[config.mk]
export PLATFORM = sky130hd
export DESIGN_NAME = q2e_cordic_cell
export DESIGN_NICKNAME = d
export VERILOG_FILES = /design/src/sv/assert_macros.svh /design/src/sv/q2e_pkg.sv /design/src/sv/q2e_cordic_cell.sv
export SDC_FILE = /design/constraint.sdc
export NUM_CORES = 1
export LEC_CHECK = 0
export CAP_MARGIN = 5
export CORE_UTILIZATION = 45
export CTS_CLUSTER_DIAMETER = 150
export DETAILED_ROUTE_END_ITERATION = 6
export DONT_BUFFER_PORTS = 1
export PLACE_DENSITY = 0.62
export SLEW_MARGIN = 25
export SYNTH_ARGS = -nofsm -noshare
export SYNTH_HDL_FRONTEND = slang
export SYNTH_SLANG_ARGS = --single-unit
[constraint.sdc]
create_clock -name clk -period 9.1 [get_ports clk]
set_input_delay 1.82 -clock clk [delete_from_list [all_inputs] [get_ports clk]]
set_output_delay 1.82 -clock clk [all_outputs]
set_load 0.1 [all_outputs]
[src/sv/assert_macros.svh]
// ----------------------------------------------------------------------------
// Assertion macros
// Shared concurrent assertion forms; they compile to nothing under SYNTHESIS.
// ----------------------------------------------------------------------------
`ifndef ASSERT_MACROS_SVH
`define ASSERT_MACROS_SVH
`ifndef SYNTHESIS
// Same-cycle implication, disabled while reset is asserted.
`define ASSERT_IMPLY(lbl, clk, rst_n, ante, cons) \
    lbl: assert property (@(posedge clk) disable iff (!rst_n) (ante) |-> (cons)) \
        else $error("assertion failed");
// Next-cycle implication, disabled while reset is asserted.
`define ASSERT_NEXT(lbl, clk, rst_n, ante, cons) \
    lbl: assert property (@(posedge clk) disable iff (!rst_n) (ante) |=> (cons)) \
        else $error("assertion failed");
`else
`define ASSERT_IMPLY(lbl, clk, rst_n, ante, cons)
`define ASSERT_NEXT(lbl, clk, rst_n, ante, cons)
`endif
`endif

[src/sv/q2e_pkg.sv]
// ----------------------------------------------------------------------------
// q2e_pkg
// Constants, payload types and the arctangent table of the converter.
// ----------------------------------------------------------------------------
package q2e_pkg;

    // Output angle width; 2^(ANGLE_W-1) stands for pi.
    localparam int ANGLE_W  = 16;
    localparam int CORDIC_N = 16;
    // One square-root cell per result bit of a 61-bit radicand.
    localparam int SQRT_N   = 31;
    localparam int FRONT_N  = 3;

    // Stage numbering of the whole pipeline.
    localparam int PRE_IDX     = FRONT_N + SQRT_N;
    localparam int CORDIC_IDX0 = PRE_IDX + 1;
    localparam int OUT_IDX     = CORDIC_IDX0 + CORDIC_N;
    localparam int STAGE_N     = OUT_IDX + 1;

    localparam int LANE_W = 36;
    localparam int ZACC_W = 34;
    localparam logic signed [ZACC_W-1:0] HALF_PI_ACC = ZACC_W'(64'sd1073741824);

    // Quantities that travel beside the square-root chain.
    typedef struct packed {
        logic signed [31:0] sr;
        logic signed [31:0] cr;
        logic signed [31:0] sy;
        logic signed [31:0] cy;
        logic signed [30:0] s;
        logic               clamp;
        logic               s_pos;
    } side_t;

    // One vectoring CORDIC lane.
    typedef struct packed {
        logic signed [LANE_W-1:0] x;
        logic signed [LANE_W-1:0] y;
        logic signed [ZACC_W-1:0] z;
        logic                     zero;
    } lane_t;

    // atan(2^-i), 2^32 is a full turn.
    localparam logic [31:0] ATAN_TAB [32] = '{
        32'd536870912, 32'd316933406, 32'd167458907, 32'd85004756,
        32'd42667331, 32'd21354465, 32'd10679838, 32'd5340245,
        32'd2670163, 32'd1335087, 32'd667544, 32'd333772,
        32'd166886, 32'd83443, 32'd41722, 32'd20861,
        32'd10430, 32'd5215, 32'd2608, 32'd1304,
        32'd652, 32'd326, 32'd163, 32'd81,
        32'd41, 32'd20, 32'd10, 32'd5,
        32'd3, 32'd1, 32'd1, 32'd0
    };

endpackage

[src/sv/q2e_cordic_cell.sv]
// ----------------------------------------------------------------------------
// q2e_cordic_cell
// One micro-rotation of a vectoring CORDIC lane.
// ----------------------------------------------------------------------------
module q2e_cordic_cell
(
    input  logic                clk,
    input  logic                en,
    input  logic [4:0]          shift_idx,
    input  q2e_pkg::lane_t      lane_in,
    output q2e_pkg::lane_t      lane_out
);

    q2e_pkg::lane_t lane_reg, lane_next;
    logic signed [q2e_pkg::LANE_W-1:0] dx;
    logic signed [q2e_pkg::LANE_W-1:0] dy;
    logic signed [q2e_pkg::ZACC_W-1:0] da;

    // Rotate toward the x axis and accumulate the angle.
    always_comb
    begin
        dx = lane_in.y >>> shift_idx;
        dy = lane_in.x >>> shift_idx;
        da = q2e_pkg::ZACC_W'(q2e_pkg::ATAN_TAB[shift_idx]);
        lane_next.zero = lane_in.zero;
        if (lane_in.y > 0)
        begin
            lane_next.x = lane_in.x + dx;
            lane_next.y = lane_in.y - dy;
            lane_next.z = lane_in.z + da;
        end
        else
        begin
            lane_next.x = lane_in.x - dx;
            lane_next.y = lane_in.y + dy;
            lane_next.z = lane_in.z - da;
        end
    end

    always_ff @(posedge clk)
    begin
        if (en)
            lane_reg <= lane_next;
    end

    assign lane_out = lane_reg;

endmodule

==> impl_metrics.csv <==
group,metric,value,unit
outcome,status,"complete, no violations",
global_routing,antenna_found_initial,2,
synth,synth_top_cell_by_area,"edfxtp_1",
global_routing,grt_remaining_overflow,0,
floorplanning,start_util,0.4589,
placed_design,place_hpwl,48430,um
power_and_ir_drop,ir_drop,0.1729,mV
drt,firstDrtPassIters,5,
synth,netlist_area,0.01688,mm2
drt,viasPerCell,6.893,
job,drv_cap,0,
synth,synthTopCellsByCount,"a21oi_1 (165), nand2_1 (160), nor2_1 (140)",
cts,cts_sinks,107,
critical_path,path_cells,"mux4_1 > mux2i_1 > o22ai_1 > nor3_1 > nand3_1 > nor3_1 > a21oi_1 > xnor2_1 > ha_1 > a21oi_1 > a21boi_0 > o21ai_0 > a41oi_1 > nor2_1 > o21ai_0 > o41ai_1 > o21ai_0 > o311ai_0",
global_routing,grt_usage,0.3321,
hold_path,hold_class,"in2reg",
power_and_ir_drop,leakagePower,0.006491,uW
synth,syn_inst,1875,
synth,ys_ff_latch,107,
cts,cts_hold_buf,0,
drt,drtIter0Drc,1751,
cts,clkSlewWorstSetupHoldPaths,0.07,ns
sta,finalCriticalPeriod,8.034,ns
drt,wl_per_cell,28.33,um
critical_path,endpoint_kind,"register",
sta,fmax,124.5,MHz
global_routing,grt_pass1_vias,15067,
floorplanning,die_area,0.03829,mm2
placed_design,io_buffers,0,
synth,synth.top_cells.by_area,"edfxtp_1 (19%), mux4_2 (11%), ha_1 (8.5%)",
cts,numCtsBuffers,9,
floorplanning,die_w,195.7,um
critical_path,worst_path_most_repeated_cell,"o21ai_0",
placed_design,placed_area,0.01693,mm2
global_routing,grt_max_degree,130,
sta,fin_ws,1.066,ns
global_routing,use_met2,0.5296,
synth,async_flop_share,0,
cts,cts_tree,"done",
sta,tightest_slew,1.065,ns
cts,ctsResizeCount,0,
cts,ctsRootBufferMaster,"clkbuf_16",
global_routing,grt_pass1_wl,95580,um
global_routing,gr-usage-met3,0.06980,
critical_path,crit_required,9.27,ns
sta,slew_viol_final,0,
cts,post_cts.repair.setup_buffers,0,
critical_path,worstPathArrival,8.20,ns
drt,num_vias,15688,
sta,finalSetupTns,0,ns
placed_design,place_ws,0.9066,ns
sta,rsz0062_at_grt,"false",
floorplanning,ios,221,
sta,fin_crit_sh,0.8829,
synth,ys.flop_type,"edfxtp_1",
sta,slew_headroom,0.2824,
final_layout,fin_nets,2035,
synth,ys_warn_count,0,
placed_design,finalWeightedCongestion,0.9965,
drt,ant_nets,0,
synth,avgSynthCellArea,9.003,um2
floorplanning,dieHeight,195.7,um
floorplanning,rows,70,
global_routing,use_met1,0.4245,
floorplanning,core-area,0.03679,mm2
final_layout,synthToLayoutAreaGrowth,2.290,%
critical_path,path_max_fanout,95,
sta,final-setup-viol-count,0,
final_layout,final_cell_area,0.01727,mm2
final_layout,drive_gt1_frac,0.1162,
cts,htree_levels,3,
final_layout,fillers,3598,
synth,ys_types,101,
synth,seq_area_frac_synth,0.1903,
critical_path,path_class,"in2reg",
synth,syn_nets,2107,
cts,cts_buffer_depth,2,
critical_path,crit_path_start_kind,"input port",
drt,drt-total-wl,64480,um
synth,yosysTopAreaCellShare,0.1903,
synth,synth_most_common_cell,"a21oi_1",
final_layout,largest_reg_flops,107,
drt,post-route-drc-count,0,
sta,finalHoldViolCount,0,
power_and_ir_drop,p_per_area,204.0,mW/mm2
critical_path,crit_slowest_cell,"o41ai_1",
critical_path,crit_path_max_incr_delay,0.70,ns
global_routing,grt-busiest-layer,"met2",
synth,synth_edf_count,107,
[through the flow]
stage                     hold WS (ns)  std cells  total power (uW)    util
after detailed placement         1.919       2260              3025  0.4602
after global routing             1.500       2275              3664  0.4694
after CTS                        1.498       2275              3513  0.4694
after global placement           1.919       2260              3019  0.4602
final                            1.508       2276              3522  0.4694
after floorplan                  1.919       1875              2754       -
[power by group]
group / total [uW] / internal [uW] / switching (uW)
sequential: 1740 / 746 / 990
combinational: 1310 / 558 / 753
clock: 474 / 268 / 205
[cell families after synthesis]
| kind of cell | synth area share |
|---|---|
| compound gates | 0.2275 |
| simple gates | 0.1649 |
| mux | 0.1822 |
| xor+xnor | 0.09028 |
| buf+inv | 0.05537 |
| fa+ha+maj | 0.08939 |
| flops | 0.1903 |
[worst paths after layout]
kind / from / endpoint / slack (ns) / depth (start not counted)
worst max-delay path: shift_idx[3] / lane_out[96]$_DFFE_PP_ / 1.07 / 18
worst min-delay path: lane_in[0] / lane_out[0]$_DFFE_PP_ / 1.51 / 0
[critical path, delay by kind of cell]
family                   cells  cell delay [ns]
adder cells (fa/ha/maj)      1             0.31
AO/OA/AOI/OAI               10             3.15
multiplexers                 2             1.15
XOR/XNOR                     1             0.21
AND/OR/NAND/NOR              4             1.50
[layout make-up]
| class | instances | area [um2] | area share |
|---|---|---|---|
| multi-input combinational | 1609 | 12740 | 0.7376 |
| sequential | 107 | 3213 | 0.1861 |
| tap | 468 | 585.6 | 0.03391 |
| clock buffer | 9 | 225.2 | 0.01304 |
| timing repair buffer | 29 | 217.7 | 0.01261 |
| inverter | 47 | 176.4 | 0.01022 |
| clock inverter | 6 | 111.4 | 0.006449 |
| antenna | 1 | 2.502 | 0.0001449 |
[per-layer routing]
layer	wire (um)	part of all wire
met2	29360	0.46
met1	26140	0.41
met3	5831	0.090
met4	3149	0.049
met5	0	0
[placed cells by master (no fill, tap or decap), types with 39 or more instances in the layout]
| master | Yosys | final |
|---|---|---|
| mux2i_1 | 47 | 47 |
| inv_1 | 46 | 45 |
| a21o_1 | 39 | 39 |
| nor2_1 | 140 | 140 |
| edfxtp_1 | 107 | 107 |
| xnor2_1 | 115 | 115 |
| nand3_1 | 47 | 47 |
| nand2_1 | 160 | 159 |
| ha_1 | 115 | 115 |
| mux4_2 | 86 | 86 |
| o21ai_0 | 103 | 103 |
| a21oi_1 | 165 | 165 |
| xor2_1 | 59 | 59 |
Power figures use the tool's default switching activity.
