==> config.mk <==
export PLATFORM = sky130hd
export DESIGN_NAME = q2e_sqrt_cell
export DESIGN_NICKNAME = d
export VERILOG_FILES = /design/src/sv/assert_macros.svh /design/src/sv/q2e_pkg.sv /design/src/sv/q2e_sqrt_cell.sv
export SDC_FILE = /design/constraint.sdc
export NUM_CORES = 1
export LEC_CHECK = 0
export BUFFER_PORTS_ARGS = -buffer_cell sky130_fd_sc_hd__buf_2
export CORE_AREA = 2 2 227 229
export DETAILED_ROUTE_END_ITERATION = 16
export DIE_AREA = 0 0 229 231
export PLACE_DENSITY = 0.65
export SLEW_MARGIN = 20
export SYNTH_ARGS = -nofsm -noshare
export SYNTH_HDL_FRONTEND = slang
export SYNTH_SLANG_ARGS = --single-unit
export TNS_END_PERCENT = 100
==> constraint.sdc <==
create_clock -name clk -period 11.9 [get_ports clk]
set_input_delay 0 -clock clk [delete_from_list [all_inputs] [get_ports clk]]
set_output_delay 0 -clock clk [all_outputs]
set_load 0.02 [all_outputs]
==> src/sv/assert_macros.svh <==
// ----------------------------------------------------------------------------
// Assertion macros
// Shared concurrent assertion forms; they compile to nothing under SYNTHESIS.
// ----------------------------------------------------------------------------
`ifndef ASSERT_MACROS_SVH
`define ASSERT_MACROS_SVH
`ifndef SYNTHESIS
// Same-cycle implication, disabled while reset is asserted.
`define ASSERT_IMPLY(lbl, clk, rst_n, ante, cons) \
    lbl: assert property (@(posedge clk) disable iff (!rst_n) (ante) |-> (cons)) \
        else $error("assertion failed");
// Next-cycle implication, disabled while reset is asserted.
`define ASSERT_NEXT(lbl, clk, rst_n, ante, cons) \
    lbl: assert property (@(posedge clk) disable iff (!rst_n) (ante) |=> (cons)) \
        else $error("assertion failed");
`else
`define ASSERT_IMPLY(lbl, clk, rst_n, ante, cons)
`define ASSERT_NEXT(lbl, clk, rst_n, ante, cons)
`endif
`endif

==> src/sv/q2e_pkg.sv <==
// ----------------------------------------------------------------------------
// q2e_pkg
// Constants, payload types and the arctangent table of the converter.
// ----------------------------------------------------------------------------
package q2e_pkg;

    // Output angle width; 2^(ANGLE_W-1) stands for pi.
    localparam int ANGLE_W  = 16;
    localparam int CORDIC_N = 16;
    // One square-root cell per result bit of a 61-bit radicand.
    localparam int SQRT_N   = 31;
    localparam int FRONT_N  = 3;

    // Stage numbering of the whole pipeline.
    localparam int PRE_IDX     = FRONT_N + SQRT_N;
    localparam int CORDIC_IDX0 = PRE_IDX + 1;
    localparam int OUT_IDX     = CORDIC_IDX0 + CORDIC_N;
    localparam int STAGE_N     = OUT_IDX + 1;

    localparam int LANE_W = 36;
    localparam int ZACC_W = 34;
    localparam logic signed [ZACC_W-1:0] HALF_PI_ACC = ZACC_W'(64'sd1073741824);

    // Quantities that travel beside the square-root chain.
    typedef struct packed {
        logic signed [31:0] sr;
        logic signed [31:0] cr;
        logic signed [31:0] sy;
        logic signed [31:0] cy;
        logic signed [30:0] s;
        logic               clamp;
        logic               s_pos;
    } side_t;

    // One vectoring CORDIC lane.
    typedef struct packed {
        logic signed [LANE_W-1:0] x;
        logic signed [LANE_W-1:0] y;
        logic signed [ZACC_W-1:0] z;
        logic                     zero;
    } lane_t;

    // atan(2^-i), 2^32 is a full turn.
    localparam logic [31:0] ATAN_TAB [32] = '{
        32'd536870912, 32'd316933406, 32'd167458907, 32'd85004756,
        32'd42667331, 32'd21354465, 32'd10679838, 32'd5340245,
        32'd2670163, 32'd1335087, 32'd667544, 32'd333772,
        32'd166886, 32'd83443, 32'd41722, 32'd20861,
        32'd10430, 32'd5215, 32'd2608, 32'd1304,
        32'd652, 32'd326, 32'd163, 32'd81,
        32'd41, 32'd20, 32'd10, 32'd5,
        32'd3, 32'd1, 32'd1, 32'd0
    };

endpackage

==> src/sv/q2e_sqrt_cell.sv <==
// ----------------------------------------------------------------------------
// q2e_sqrt_cell
// One result bit of the restoring integer square root.
// ----------------------------------------------------------------------------
module q2e_sqrt_cell
(
    input  logic                clk,
    input  logic                en,
    input  logic [4:0]          bit_idx,
    input  logic [60:0]         rem_in,
    input  logic [61:0]         res_in,
    input  q2e_pkg::side_t      side_in,
    output logic [60:0]         rem_out,
    output logic [61:0]         res_out,
    output q2e_pkg::side_t      side_out
);

    logic [60:0]    rem_reg, rem_next;
    logic [61:0]    res_reg, res_next;
    q2e_pkg::side_t side_reg;
    logic [61:0]    bit_val;
    logic [61:0]    trial;

    // Try to subtract the next candidate; keep the root bit if it fits.
    always_comb
    begin
        bit_val = 62'(1) << {bit_idx, 1'b0};
        trial = res_in + bit_val;
        if ({1'b0, rem_in} >= trial)
        begin
            rem_next = rem_in - trial[60:0];
            res_next = (res_in >> 1) + bit_val;
        end
        else
        begin
            rem_next = rem_in;
            res_next = res_in >> 1;
        end
    end

    always_ff @(posedge clk)
    begin
        if (en)
        begin
            rem_reg <= rem_next;
            res_reg <= res_next;
            side_reg <= side_in;
        end
    end

    assign rem_out = rem_reg;
    assign res_out = res_reg;
    assign side_out = side_reg;

endmodule

==> results of run 1 <==
-- what timing repair did --
action | CTS | global route
hold endpoints to repair | 282 | 0
hold buffers | 282 | 0
endpoints found under the setup margin | 0 | 0
-- through the flow --
step	hold WS, ns	setup WS (ns)	instances	power [mW]	util
floorplan	0.0989	6.12	1884	1.70	-
global placement	0.178	4.32	3062	2.01	0.438
detailed placement	0.178	4.14	3062	2.01	0.438
CTS	0.00133	4.72	3405	3.12	0.514
global route	0.0691	4.07	3406	3.23	0.514
finish	0.0385	4.62	3407	3.10	0.514
-- report_power, final --
| group | total (mW) | internal (mW) | leakage [nW] | switching [mW] |
|---|---|---|---|---|
| logic | 0.842 | 0.313 | 7.55 | 0.529 |
| clock network | 1.02 | 0.579 | 0.522 | 0.438 |
| registers | 1.24 | 1.21 | 2.78 | 0.0292 |
| total | 3.10 | 2.10 | 10.9 | 0.996 |
-- metal layers --
| layer | global-route usage | up-vias | wire length [um] |
|---|---|---|---|
| met5 | 0 | - | 0 |
| met2 | 0.488 | 793 | 38000 |
| met1 | 0.376 | 8825 | 33600 |
| li1 | - | 8666 | - |
| met3 | 0.0473 | 142 | 5030 |
| met4 | 0.120 | 0 | 3490 |
-- flip-flops by register name (all words and copies together), names as in the netlist --
signal and count:
rem_out 61, res_out 62, side_out 161
-- final cells by class --
| cell class | count | area share |
|---|---|---|
| sequential | 284 | 0.327 |
| clock inverter | 18 | 0.00533 |
| antenna | 2 | 0.000192 |
| multi-input combinational | 1477 | 0.372 |
| inverter | 44 | 0.00634 |
| tap | 680 | 0.0326 |
| timing repair buffer | 859 | 0.221 |
| clock buffer | 43 | 0.0356 |
-- cell usage in the layout (no fill, tap or decap), types with 10 or more instances in the layout --
| cell type | n |
|---|---|
| a211oi_1 | 13 |
| a21boi_0 | 10 |
| a21o_1 | 50 |
| a21oi_1 | 116 |
| a31o_2 | 10 |
| a31oi_1 | 43 |
| and2_1 | 16 |
| and3_1 | 20 |
| buf_2 | 573 |
| clkbuf_16 | 36 |
| dlygate4sd3_1 | 282 |
| edfxtp_1 | 284 |
| ha_1 | 105 |
| inv_1 | 43 |
| nand2_1 | 199 |
| nand2b_1 | 14 |
| nand3_1 | 48 |
| nand4_1 | 25 |
| nor2_1 | 150 |
| nor2b_1 | 25 |
| nor3_1 | 34 |
| nor4_1 | 16 |
| o21a_1 | 16 |
| o21ai_0 | 157 |
| o21ai_1 | 14 |
| o21bai_1 | 23 |
| o31ai_1 | 14 |
| or2_2 | 10 |
| xnor2_1 | 105 |
| xor2_1 | 86 |
-- how the worst max path moves through the flow --
stage	cells past startpoint	slack, ns	from	to
floorplan	28	6.12	bit_idx[2]	rem_out[59]
global placement	28	4.32	bit_idx[2]	rem_out[58]
detailed placement	28	4.14	bit_idx[2]	rem_out[58]
CTS	28	4.72	bit_idx[2]	rem_out[58]
global route	28	4.07	bit_idx[2]	rem_out[36]
finish	28	4.62	bit_idx[0]	rem_out[58]
-- cell families (layout without fill, tap and decap cells) --
logic type,Yosys count,count (layout)
DFF,284,284
and+or+nand+nor,609,609
muxes,10,10
adders and majority gates,110,110
AOI/OAI and AO/OA,554,554
buffers and inverters,123,964
xor gates and xnor gates,194,194
other,0,2
-- critical path: stages --
cell      delay [ns]
buf_2           0.20
or2_1           0.50
nor2_1          0.15
ha_1            0.25
ha_1            0.24
a21oi_1         0.17
o31a_1          0.21
nor4_1          0.08
a211oi_1        0.48
o221ai_1        0.27
a22o_1          0.26
a31o_2          0.28
a211oi_1        0.41
nor2b_1         0.08
o21ai_0         0.19
xor2_1          0.13
ha_1            0.25
a21o_1          0.21
a21o_1          0.17
a21o_1          0.19
a211o_1         0.30
nand2b_1        0.19
a21oi_1         0.22
a21oi_1         0.07
o2111a_2        0.35
nor2_8          0.80
buf_12          0.44
mux2_2          0.38
==> results.sh, run 1 <==
export IMPL_fin_area_sq_um=26100
export IMPL_drv_slew=0
export IMPL_fin_crit_sh=0.612
export IMPL_power_leakage_nw=10.9
export IMPL_yosysMostFrequentCell="edfxtp_1"
export IMPL_die_w_um=229
export IMPL_ys_seq_elements=284
export IMPL_synth_top_area_frac=0.454
export IMPL_synthCells=1884
export IMPL_vdd_drop_max_mv=0.0793
export IMPL_drc=0
export IMPL_synth_fa_ha_area_frac=0.0732
export IMPL_multi_input_area_sq_um=9700
export IMPL_cts_resized=0
export IMPL_setup_viol=0
export IMPL_hold_path_cell_count=1
export IMPL_grt_ovfl_total=0
export IMPL_cp_start_kind="input pin"
export IMPL_min_to="res_out[7]"
export IMPL_required_ns=12.20
export IMPL_avgSynthCellArea_sq_um=9.97
export IMPL_netlist_top_cell_by_area="edfxtp_1"
export IMPL_cts_buffer_depth=3
export IMPL_fillers=4689
export IMPL_slew_headroom=0.323
export IMPL_synth_compound_area_frac=0.188
export IMPL_min_path_type="input pin to flop"
export IMPL_ioPinCount=575
export IMPL_rows=83
export IMPL_syn_num_nets=2281
export IMPL_layout_drive_gt1_share=0.249
export IMPL_yosysWarnings=0
export IMPL_fin_nets=3099
export IMPL_wl_per_cell_um=23.5
export IMPL_synthFlopType="edfxtp_1"
export IMPL_worstPathArrival_ns=7.58
export IMPL_place_congestion=0.947
export IMPL_muxShareOfSynthArea=0.00593
export IMPL_vias=18400
export IMPL_ant_nets=0
export IMPL_cts_tree="done"
export IMPL_yosys_area_share_simple=0.158
export IMPL_firstDrtPassIters=12
export IMPL_p_per_area_nw_per_um2=119
export IMPL_track_usage=0.292
export IMPL_regArea_sq_um=8530
export IMPL_grt_max_degree=175
export IMPL_clkTransAtPathRegs_ns=0.06
export IMPL_finalWirelength_um=80100
export IMPL_viasPerCell=5.41
export IMPL_endpoint_kind="flop"
export IMPL_period_minus_slack_ns=7.28
export IMPL_status="finished, final reports clean"
export IMPL_min_from="en"
export IMPL_htreeDepth=2
export IMPL_area_growth_pct=38.8
export IMPL_core_sq_um=50700
export IMPL_ys_top_cells_by_area="edfxtp_1 (45%), ha_1 (7.0%), xnor2_1 (4.9%)"
export IMPL_antenna_found_initial=3
export IMPL_synth_edff_count=284
export IMPL_clock_tree_root_cell="clkbuf_16"
export IMPL_synthXorXnorAreaFrac=0.0917
export IMPL_first_global_vias=18100
export IMPL_tns_ns=0
export IMPL_max_clock_freq_mhz=137
export IMPL_port_buffer_count=574
export IMPL_synth_common_cells="edfxtp_1 (284), nand2_1 (199), o21ai_0 (157), nor2_1 (150), a21oi_1 (116)"
export IMPL_place_hpwl_um=61600
export IMPL_synth_top_family_by_area="compound AO/OA/AOI/OAI gates"
export IMPL_yosysSeqAreaShare=0.454
export IMPL_numClockSinks=284
export IMPL_die_y_um=231
export IMPL_cts_setup_buffers=0
export IMPL_ys_async_sr_fraction=0
export IMPL_netlist_area_sq_um=18800
export IMPL_cts_buffers=36
export IMPL_final_hold_viol_count=0
export IMPL_tightest_slew_ns=1.02
export IMPL_drt_iter0_drc=1497
export IMPL_start_util=0.371
export IMPL_die_area_sq_um=52900
export IMPL_maxCapViolations=0
export IMPL_path_max_fanout=111
export IMPL_place_area_sq_um=22200
export IMPL_grt_pass1_wl_um=116000
export IMPL_rsz0062_at_grt="false"
export IMPL_crit_type="input pin to flop"
export IMPL_yosysUniqueCellTypes=93
(Power assumes the default switching activity.)
==> inputs of run 2 (changes only) <==
--- a/config.mk
+++ b/config.mk
@@ -6,10 +6,10 @@
 export NUM_CORES = 1
 export LEC_CHECK = 0
 export BUFFER_PORTS_ARGS = -buffer_cell sky130_fd_sc_hd__buf_2
-export CORE_AREA = 2 2 227 229
+export CORE_AREA = 2 2 222 224
 export DETAILED_ROUTE_END_ITERATION = 16
-export DIE_AREA = 0 0 229 231
-export PLACE_DENSITY = 0.65
+export DIE_AREA = 0 0 224 226
+export PLACE_DENSITY = 0.67
 export SLEW_MARGIN = 20
 export SYNTH_ARGS = -nofsm -noshare
 export SYNTH_HDL_FRONTEND = slang
==> constraint.sdc (replaced) <==
create_clock -name clk -period 7.3 [get_ports clk]
set_input_delay 0 -clock clk [delete_from_list [all_inputs] [get_ports clk]]
set_output_delay 0 -clock clk [all_outputs]
set_load 0.02 [all_outputs]
==> run 2 against run 1 <==
  * Clock power up 79%
  * Largest cell class unchanged
  * Setup slack worse by 3.9 ns
  * Critical path depth grew 2
  * Critical path type unchanged
  * Sequential power increased by 63%
  * Power rose by 69%
  * Routed wire length grew 0.88%
  * Cell count fell by 1.1%
==> results.sh, run 2 (same netlist as run 1, synthesis figures left out) <==
export IMPL_status="finished, final reports clean"
export IMPL_critPathMaxStageDelay_ns=0.56
export IMPL_die_w_um=224
export IMPL_vias=18800
export IMPL_largest_reg_flops=161
export IMPL_tightest_slew_ns=1.09
export IMPL_p_per_area_nw_per_um2=199
export IMPL_place_hpwl_um=62900
export IMPL_clock_tree_root_cell="clkbuf_16"
export IMPL_rsz0062_at_grt="false"
export IMPL_final_common_cell="buf_2"
export IMPL_setup_slack_ns=0.710
export IMPL_fin_area_sq_um=26300
export IMPL_cts_buffers=35
export IMPL_port_buffer_count=574
export IMPL_start_util=0.388
export IMPL_hold_path_cell_count=3
export IMPL_track_usage=0.307
export IMPL_area_growth_pct=39.9
export IMPL_critical_path_buf_inv_count=4
export IMPL_first_global_vias=18100
export IMPL_drt_iter0_drc=1379
export IMPL_worst_path_stages=30
export IMPL_fin_crit_sh=0.903
export IMPL_vdd_drop_max_mv=0.130
export IMPL_cts_resized=0
export IMPL_max_clock_freq_mhz=152
export IMPL_wl_per_cell_um=24.0
export IMPL_place_ws_ns=0.246
export IMPL_crit_type="input pin to flop"
export IMPL_power_leakage_nw=11.0
export IMPL_met3_length_um=5200
export IMPL_period_minus_slack_ns=6.59
export IMPL_path_max_fanout=30
export IMPL_tns_ns=0
export IMPL_ioPinCount=575
export IMPL_firstDrtPassIters=6
export IMPL_endpoint_kind="flop"
export IMPL_drc=0
export IMPL_min_path_type="input pin to flop"
export IMPL_worstPathArrival_ns=6.88
export IMPL_antenna_found_initial=10
export IMPL_core_sq_um=48300
export IMPL_die_area_sq_um=50600
export IMPL_fillers=4353
export IMPL_htreeDepth=2
export IMPL_final_cell_mix="buf_2 (573), edfxtp_1 (284), dlygate4sd3_1 (280)"
export IMPL_cp_top_family="compound AO/OA/AOI/OAI gates"
export IMPL_required_ns=7.59
export IMPL_fin_util=0.544
export IMPL_rows=81
export IMPL_cp_start_kind="input pin"
export IMPL_layout_drive_gt1_share=0.257
export IMPL_place_congestion=1.02
export IMPL_grt_ovfl_total=0
export IMPL_grt_max_degree=89
export IMPL_numClockSinks=284
export IMPL_final_hold_viol_count=0
export IMPL_cts_buffer_depth=3
export IMPL_ant_nets=0
export IMPL_wl_met1_um=34700
export IMPL_slew_headroom=0.272
export IMPL_timing_hold_ws_ns=0.0485
export IMPL_setup_viol=0
export IMPL_routed_top_layer="met5"
export IMPL_cts_tree="done"
export IMPL_grt_pass1_wl_um=117000
export IMPL_die_y_um=226
export IMPL_route_met2_wl_um=37700
export IMPL_finalWirelength_um=80800
export IMPL_fin_nets=3117
export IMPL_viasPerCell=5.57
export IMPL_drv_slew=0
export IMPL_place_area_sq_um=22300
export IMPL_maxCapViolations=0
export IMPL_slowest_stage="or3_1"
export IMPL_crit_top_cell="a211oi_1"
export IMPL_clkTransAtPathRegs_ns=0.07
run 2: cell count changes in the layout (fill, tap and decap cells not counted):
cell | before | now
clkinvlp_4 | 1 | 3
inv_16 | 1 | 0
bufinv_16 | 1 | 6
dlygate4sd3_1 | 282 | 280
clkbuf_1 | 7 | 4
clkinv_1 | 8 | 5
clkinv_8 | 1 | 2
buf_4 | 1 | 20
buf_12 | 2 | 4
clkinv_2 | 6 | 5
clkbuf_16 | 36 | 35
diode_2 | 2 | 6
run 2: metrics by stage:
step,power (mW),std cells
after CTS,5.25,3365
after floorplan,2.78,1884
after global placement,3.29,3025
final,5.24,3371
after global routing,5.43,3370
after detailed placement,3.29,3025
run 2: final timing paths:
kind                    from     endpoint  slack [ns]
setup / recovery  bit_idx[1]  res_out[21]        0.71
hold / removal    res_in[29]  res_out[28]        0.05
run 2: worst min-delay path: cells and delay by family:
| kind | cells | cell delay (ns) |
|---|---|---|
| XOR/XNOR | 1 | 0.14 |
| buffers and inverters | 2 | 0.35 |
run 2: routing by layer:
| metal | up-vias | global-route usage |
|---|---|---|
| met5 | - | 0 |
| met4 | 4 | 0.118 |
| met3 | 148 | 0.0496 |
| met2 | 839 | 0.508 |
| met1 | 9070 | 0.404 |
| li1 | 8712 | - |
run 2: layout make-up:
type | count | area [sq um] | share of cell area
inverters | 44 | 165 | 0.00629
diodes | 6 | 15.0 | 0.000571
clock inverters | 21 | 284 | 0.0108
multi-input cells | 1477 | 9700 | 0.369
flip-flops and latches | 284 | 8530 | 0.325
repair buffers | 878 | 5920 | 0.225
clock buffers | 39 | 891 | 0.0339
well taps | 622 | 778 | 0.0296
run 2: what timing repair did:
item                                    CTS  global route
setup buffers                             0             0
hold buffers                            280             0
hold endpoints to repair                310             0
endpoints found under the setup margin    0             0
run 2: power breakdown:
part	switching [mW]	leakage [nW]	internal, mW	total, mW
Combinational	0.871	7.65	0.522	1.39
Clock	0.733	0.565	1.10	1.83
Sequential	0.0473	2.78	1.97	2.02
Total	1.65	11.0	3.59	5.24
==> inputs of run 3 (changes only) <==
--- a/config.mk
+++ b/config.mk
@@ -10,6 +10,7 @@
 export DETAILED_ROUTE_END_ITERATION = 16
 export DIE_AREA = 0 0 224 226
 export PLACE_DENSITY = 0.67
+export REMOVE_ABC_BUFFERS = 1
 export SLEW_MARGIN = 20
 export SYNTH_ARGS = -nofsm -noshare
 export SYNTH_HDL_FRONTEND = slang
==> run 3 against run 2 <==
  * Die area did not move
  * Flip-flop and latch count did not move
  * Critical endpoint is now rem_out[59]
  * Critical path type unchanged
  * Cell area barely moved
  * Largest cell class unchanged
  * First-iteration DRC count rose by 14%
  * Setup slack improved by 0.018 ns
  * Clock power fell by 5%
  * Via count fell by 0.41%
  * Sequential share of layout area barely moved
  * Combinational power barely moved
==> results.sh, run 3 (same netlist as run 1, synthesis figures left out) <==
export IMPL_status="finished, final reports clean"
export IMPL_start_util=0.388
export IMPL_p_per_area_nw_per_um2=196
export IMPL_cts_buffer_depth=3
export IMPL_drt_iter0_drc=1575
export IMPL_die_w_um=224
export IMPL_cp_endpoint="rem_out[59]"
export IMPL_critPathMaxStageDelay_ns=0.62
export IMPL_slowest_stage="or3_1"
export IMPL_place_congestion=0.961
export IMPL_tns_ns=0
export IMPL_drv_slew=0
export IMPL_wl_per_cell_um=23.6
export IMPL_fin_nets=3123
export IMPL_rows=81
export IMPL_core_sq_um=48300
export IMPL_firstDrtPassIters=7
export IMPL_clock_tree_root_cell="clkbuf_16"
export IMPL_vdd_drop_max_mv=0.141
export IMPL_period_minus_slack_ns=6.57
export IMPL_tightest_slew_ns=1.02
export IMPL_cts_buffers=36
export IMPL_setup_viol=0
export IMPL_final_common_cell="buf_2"
export IMPL_die_area_sq_um=50600
export IMPL_place_hpwl_um=61500
export IMPL_layout_drive_gt1_share=0.257
export IMPL_crit_type="input pin to flop"
export IMPL_clkTransAtPathRegs_ns=0.05
export IMPL_maxCapViolations=0
export IMPL_track_usage=0.302
export IMPL_grt_max_degree=163
export IMPL_die_y_um=226
export IMPL_largest_reg_flops=161
export IMPL_cp_start_kind="input pin"
export IMPL_crit_top_cell="a211oi_1"
export IMPL_port_buffer_count=574
export IMPL_area_growth_pct=39.8
export IMPL_endpoint_kind="flop"
export IMPL_final_cell_mix="buf_2 (573), edfxtp_1 (284), dlygate4sd3_1 (279)"
export IMPL_first_global_vias=18200
export IMPL_cts_tree="done"
export IMPL_antenna_found_initial=3
export IMPL_cts_setup_buffers=0
export IMPL_cts_resized=0
export IMPL_ant_nets=0
export IMPL_fin_crit_sh=0.900
export IMPL_power_leakage_nw=11.0
export IMPL_slew_headroom=0.322
export IMPL_viasPerCell=5.54
export IMPL_drc=0
export IMPL_worstPathArrival_ns=6.85
export IMPL_vias=18700
export IMPL_timing_hold_ws_ns=0.0612
export IMPL_startpoint="bit_idx[1]"
export IMPL_min_path_type="input pin to flop"
export IMPL_htreeDepth=2
export IMPL_finalWirelength_um=79700
export IMPL_max_clock_freq_mhz=152
export IMPL_path_max_fanout=25
export IMPL_grt_ovfl_total=0
export IMPL_grt_pass1_wl_um=115000
export IMPL_final_hold_viol_count=0
export IMPL_required_ns=7.58
export IMPL_rsz0062_at_grt="false"
export IMPL_numClockSinks=284
export IMPL_ioPinCount=575
==> run 3: final cells by class <==
class | count | area, sq um
diodes | 3 | 7.51
clock buffers | 43 | 927
clock inverters | 20 | 188
fillers | 4354 | 22100
inverters | 44 | 165
multi-input cells | 1477 | 9700
flip-flops and latches | 284 | 8530
well taps | 622 | 778
repair buffers | 883 | 5960
==> run 3: metal layers <==
metal	part of all wire	up-vias	wire [um]	GRT usage
li1	-	8728	-	-
met1	0.41	8963	33000	0.385
met2	0.47	821	37300	0.496
met3	0.075	184	5940	0.0653
met4	0.043	0	3440	0.127
met5	0	-	0	0
==> run 3: per-stage QoR <==
step	power, mW	instance area (sq um)	instances	setup WS, ns	util
2_1_floorplan	2.75	18400	1805	0.823	-
3_3_place_gp	3.31	22300	3031	0.311	0.462
3_5_place_dp	3.31	22300	3031	0.169	0.462
4_1_cts	5.17	26200	3373	0.751	0.543
5_1_grt	5.34	26300	3376	0.252	0.543
6_report	5.16	26300	3376	0.728	0.543
==> run 3: worst min path at each step <==
stage	startpoint	end	slack (ns)	depth (start not counted)
6_report	res_in[21]	res_out[20]	0.06	3
5_1_grt	res_in[21]	res_out[20]	0.05	3
4_1_cts	res_in[21]	res_out[20]	0.01	3
3_5_place_dp	side_in[48]	side_out[48]	0.18	1
3_3_place_gp	side_in[49]	side_out[49]	0.18	1
2_1_floorplan	side_in[0]	side_out[0]	0.1	0
==> run 3: where the power goes <==
| group | internal, mW | leakage [nW] | switching [mW] |
|---|---|---|---|
| logic | 0.526 | 7.68 | 0.875 |
| registers | 1.97 | 2.78 | 0.0490 |
| clock network | 1.01 | 0.544 | 0.720 |
==> run 3: worst max-delay path: cells and delay by family <==
family	cells	cell delay [ns]
buffers and inverters	2	0.36
AOI/OAI and AO/OA	13	3.35
xor gates and xnor gates	1	0.09
adders and majority gates	2	0.80
and+or+nand+nor	10	2.23
==> run 3: what timing repair did <==
item | 4_1_cts | 5_1_grt
hold buffers | 279 | 0
endpoints found under the setup margin | 0 | 0
endpoints found under the hold margin | 280 | 0
